**config.mk**
```make
export PLATFORM = sky130hd
export DESIGN_NAME = ugcd_ram
export DESIGN_NICKNAME = d
export VERILOG_FILES = /design/src/design/undirected_graph_cycle_detect_macros.svh /design/src/design/ugcd_ram.sv
export SDC_FILE = /design/constraint.sdc
export NUM_CORES = 1
export LEC_CHECK = 0
export BUFFER_PORTS_ARGS = -buffer_cell sky130_fd_sc_hd__buf_2
export CAP_MARGIN = 40
export CORE_UTILIZATION = 60
export DETAILED_ROUTE_END_ITERATION = 6
export MAX_ROUTING_LAYER = met4
export PLACE_DENSITY = 0.84
export SYNTH_ARGS = -nofsm -noshare
export SYNTH_HDL_FRONTEND = slang
export SYNTH_SLANG_ARGS = --single-unit
```
**constraint.sdc**
```tcl
create_clock -name clk -period 2.4 [get_ports clk]
set_input_delay 0.24 -clock clk [delete_from_list [all_inputs] [get_ports clk]]
set_output_delay 0.24 -clock clk [all_outputs]
set_load 0.03 [all_outputs]
```
**src/design/undirected_graph_cycle_detect_macros.svh**
```systemverilog
// Assertion macros for the undirected graph cycle detector
`ifndef UNDIRECTED_GRAPH_CYCLE_DETECT_MACROS_SVH
`define UNDIRECTED_GRAPH_CYCLE_DETECT_MACROS_SVH
`ifndef SYNTHESIS
`define UGCD_ASSERT_IMPL(lbl, clk, rst_n, ante, cons) \
	lbl: assert property (@(posedge clk) disable iff (!rst_n) (ante) |-> (cons)) \
		else $error("assertion failed");
`define UGCD_ASSERT_NEXT(lbl, clk, rst_n, ante, cons) \
	lbl: assert property (@(posedge clk) disable iff (!rst_n) (ante) |=> (cons)) \
		else $error("assertion failed");
`else
`define UGCD_ASSERT_IMPL(lbl, clk, rst_n, ante, cons)
`define UGCD_ASSERT_NEXT(lbl, clk, rst_n, ante, cons)
`endif
`endif

```
**src/design/ugcd_ram.sv**
```systemverilog
// Generic single-port-write, one-read RAM with registered read
module ugcd_ram #(
	parameter int WIDTH = 8,
	parameter int DEPTH = 16
) (
	input logic clk,
	input logic we,
	input logic [$clog2(DEPTH)-1:0] waddr,
	input logic [WIDTH-1:0] wdata,
	input logic [$clog2(DEPTH)-1:0] raddr,
	output logic [WIDTH-1:0] rdata
);
	logic [WIDTH-1:0] mem [DEPTH];
	always_ff @(posedge clk) begin
		if (we) begin
			mem[waddr] <= wdata;
		end
		rdata <= mem[raddr];
	end
endmodule

```
Yosys cells after proc, flatten, opt, wreduce, memory -nomap -nowiden
Memory sizes are Yosys's and may differ from the RTL's. A register that Yosys moved wholly into a read port is not among the register bits.
Index checks and enable logic that the tools add are counted.
Word-level totals
  word-level logic and storage cells: 3
  bits in registers: 0
  memories kept: 1
  RAM bits: 128
Operators by class
  mux-type cells: 2
Memories
  mem: depth 16, width 8, rd ports 1, clocked after memory_dff 1, write ports 1, line ugcd_ram.sv:13  | logic [WIDTH-1:0] mem [DEPTH];
Operators with widths (number)
  $mux W1: 2

Depth between registers and ports, before layout
  word-level depth: 2
  depth in mapped cells: 5
  mapped depth without buffers: 3

Worst setup path after synthesis
No wires, ideal clock.
  path kind: in2reg
  start point: input waddr[2]
  end point: memory mem[0][0], enable pin
  slack: 0.667 ns
  library setup time: 0.383 ns
  data required time: 2.017 ns
  data arrival time: 1.350 ns
  stages: 2
  cells stage by stage: or3b_2 nor3_1
RTL lines
  start: declaration: line ugcd_ram.sv:8  | input logic [$clog2(DEPTH)-1:0] waddr,
  end: declaration: line ugcd_ram.sv:13
No word-level cell before the write port.

==> metrics.cfg <==
[critical_path]
cp.arrival_ns=1.86
crit_end=rdata[2]
rrSetupSlack_ns=0.94
r2r_end=rdata[2]
cp-end-kind=flip-flop
critPathLaunch=mem[2][2]
rr_startpoint=mem[2][2]
slowest_delay_ns=0.53
cp_num_buf_inv=0
crit_required_ns=2.80
slowest_stage=mux4_1
crit_path_max_fanout=1
start_kind=flip-flop
crit_type=flip-flop to flip-flop
cp_cell_sequence=mux4_1 > a22oi_1 > nand2_1
r2r_cells=3
critical-path-top-delay-family=multiplexers
cp.depth=3

[global_route]
grt_pass1_wl_mm=14.9
overflow=0
antenna_found_initial=0
grt_max_degree=33
grt_pass1_vias=2502
grt_usage_pct=26.0

[sta]
period_share_pct=61.0
hold_viol_final=0
setup_viol=0
finalClockSkew_ns=0.00867
slew_viol_final=0
finalCriticalPeriod_ns=1.46
hold-worst-slack_ns=0.106
max_freq_ghz=0.683
max_slew_margin_pct=48.9
rsz0062_at_grt=false
tightest_slew_ns=0.763
fin_tns_setup_ns=0

[place]
gp_congestion=0.835
dp_hpwl_mm=5.72
port_buffers=25
placed_cell_area_um2=5460

[clocking]
clk_latency_ns=0.52
post-cts-setup-buffer-count=0
clkTransAtPathRegs_ns=0.06
cts_inserted_buffers=17
root_buffer=clkbuf_8
ctsHoldBuffers=0
cts_max_level=4
cts_resized=0
cts_num_sinks=136
clockBufferDepth=2
cts_tree=yes

[cells_and_area]
mostFrequentLayoutCell=edfxtp_1
fin_area_um2=5990
layout_common_cells=edfxtp_1, buf_2, mux4_2
drive_gt1_share_pct=31.4
nets=298
antennaDiodeCount=0
syn_to_final_growth_pct=16.5
postLayoutCoreUtil_pct=72.6

[synthesis]
synthCells=229
ys_ff_latch=136
synth_cell_types=19
avgSynthCellArea_um2=22.5
synthesis.nets=247
synth_area_um2=5150
yosys_warnings=0
synth_seq_area_share_pct=77.8

[detailed_routing]
wl_mm=9.85
viasPerCell=6.22
firstDrtPassIters=4
drt_first_iter_violations=277
avgRoutedWirePerCell_um=24.8
drc=0
vias=2477
ant_nets=0

[power_and_ir_drop]
clkPwrFrac_pct=44.0
switchingPower_mw=1.10
powerDensity_nw_per_um2=876
p_leak_nw=2.05
peakVddDrop_mv=0.532
switching_share_pct=21.0
totalPowerFinal_mw=5.25
intPower_mw=4.15
p_seq_share_pct=50.8
p_comb_share_pct=5.2

[min_path]
hold_path_class=input port to flip-flop

[floorplan]
core_area_um2=8260
start_util_pct=62.3
die_w_um=94.6
design.die.area_um2=8950
rows=33
die_height_um=94.6
pin_count=26

[outcome]
status=completed

[flow_run]
max-cap-violations=0

[registers in the layout, indices dropped and copies added (netlist names)]
| name | count |
|---|---|
| rdata | 8 |
| mem | 128 |
[synthesized netlist by cell type (all sizes together)]
cell type      instances  area (um2)
a22oi                 16         120
dfxtp                  8         160
clkdlybuf4s25          3        30.0
buf                    7        56.3
nand3b                 2        15.0
nand2b                 2        12.5
nand2                  9        33.8
nor2b                  1        6.26
nor2                  13        48.8
or3b                   1        8.76
edfxtp               128        3840
nand3                  1        5.00
and2                   1        6.26
and2b                  1        7.51
mux4                  32         773
nor3                   4        20.0
[metal layers]
metal / vias to the layer above / wire (um) / track usage [%]
met4: 0 / 131 / 9.97
met3: 14 / 831 / 7.25
met5: - / 0 / -
met2: 128 / 5070 / 39.1
li1: 1080 / - / -
met1: 1255 / 3820 / 34.4
[cell type report]
| cell class | count | area [um2] |
|---|---|---|
| clock inverter | 13 | 105 |
| multi-input combinational | 83 | 1060 |
| timing repair buffer | 42 | 265 |
| fill | 455 | 2260 |
| clock buffer | 19 | 432 |
| sequential | 136 | 4000 |
| tap | 105 | 131 |
[power groups by stage]
stage	clock, mW	combinational [mW]	sequential [mW]
after floorplan	0	0.135	2.75
after CTS	2.33	0.274	2.67
final	2.31	0.272	2.67
after global routing	2.43	0.291	2.67
after detailed placement	0	0.269	2.72
after global placement	0	0.261	2.71
[metrics by stage]
stage	setup WS [ns]	cells
6_report	0.936	398
5_1_grt	0.910	398
4_1_cts	0.929	398
3_5_place_dp	0.562	366
3_3_place_gp	0.646	366
2_1_floorplan	0.667	229
[cell families after synthesis]
| logic type | count (synthesis) | synth area share (%) |
|---|---|---|
| flops | 136 | 77.8 |
| buf+inv | 10 | 1.68 |
| simple gates | 35 | 3.18 |
| compound gates | 16 | 2.33 |
| mux | 32 | 15.0 |
[how the worst min path moves through the flow]
stage / start / to / slack (ns) / depth (start not counted)
detailed placement: wdata[1] / mem[5][1] / 0.63 / 1
global placement: wdata[5] / mem[0][5] / 0.63 / 1
floorplan: wdata[0] / mem[0][0] / 0.34 / 0
global route: wdata[1] / mem[12][1] / 0.09 / 1
CTS: wdata[1] / mem[10][1] / 0.09 / 1
finish: wdata[1] / mem[10][1] / 0.11 / 1
Note: power is estimated with default switching activity, not from simulation.
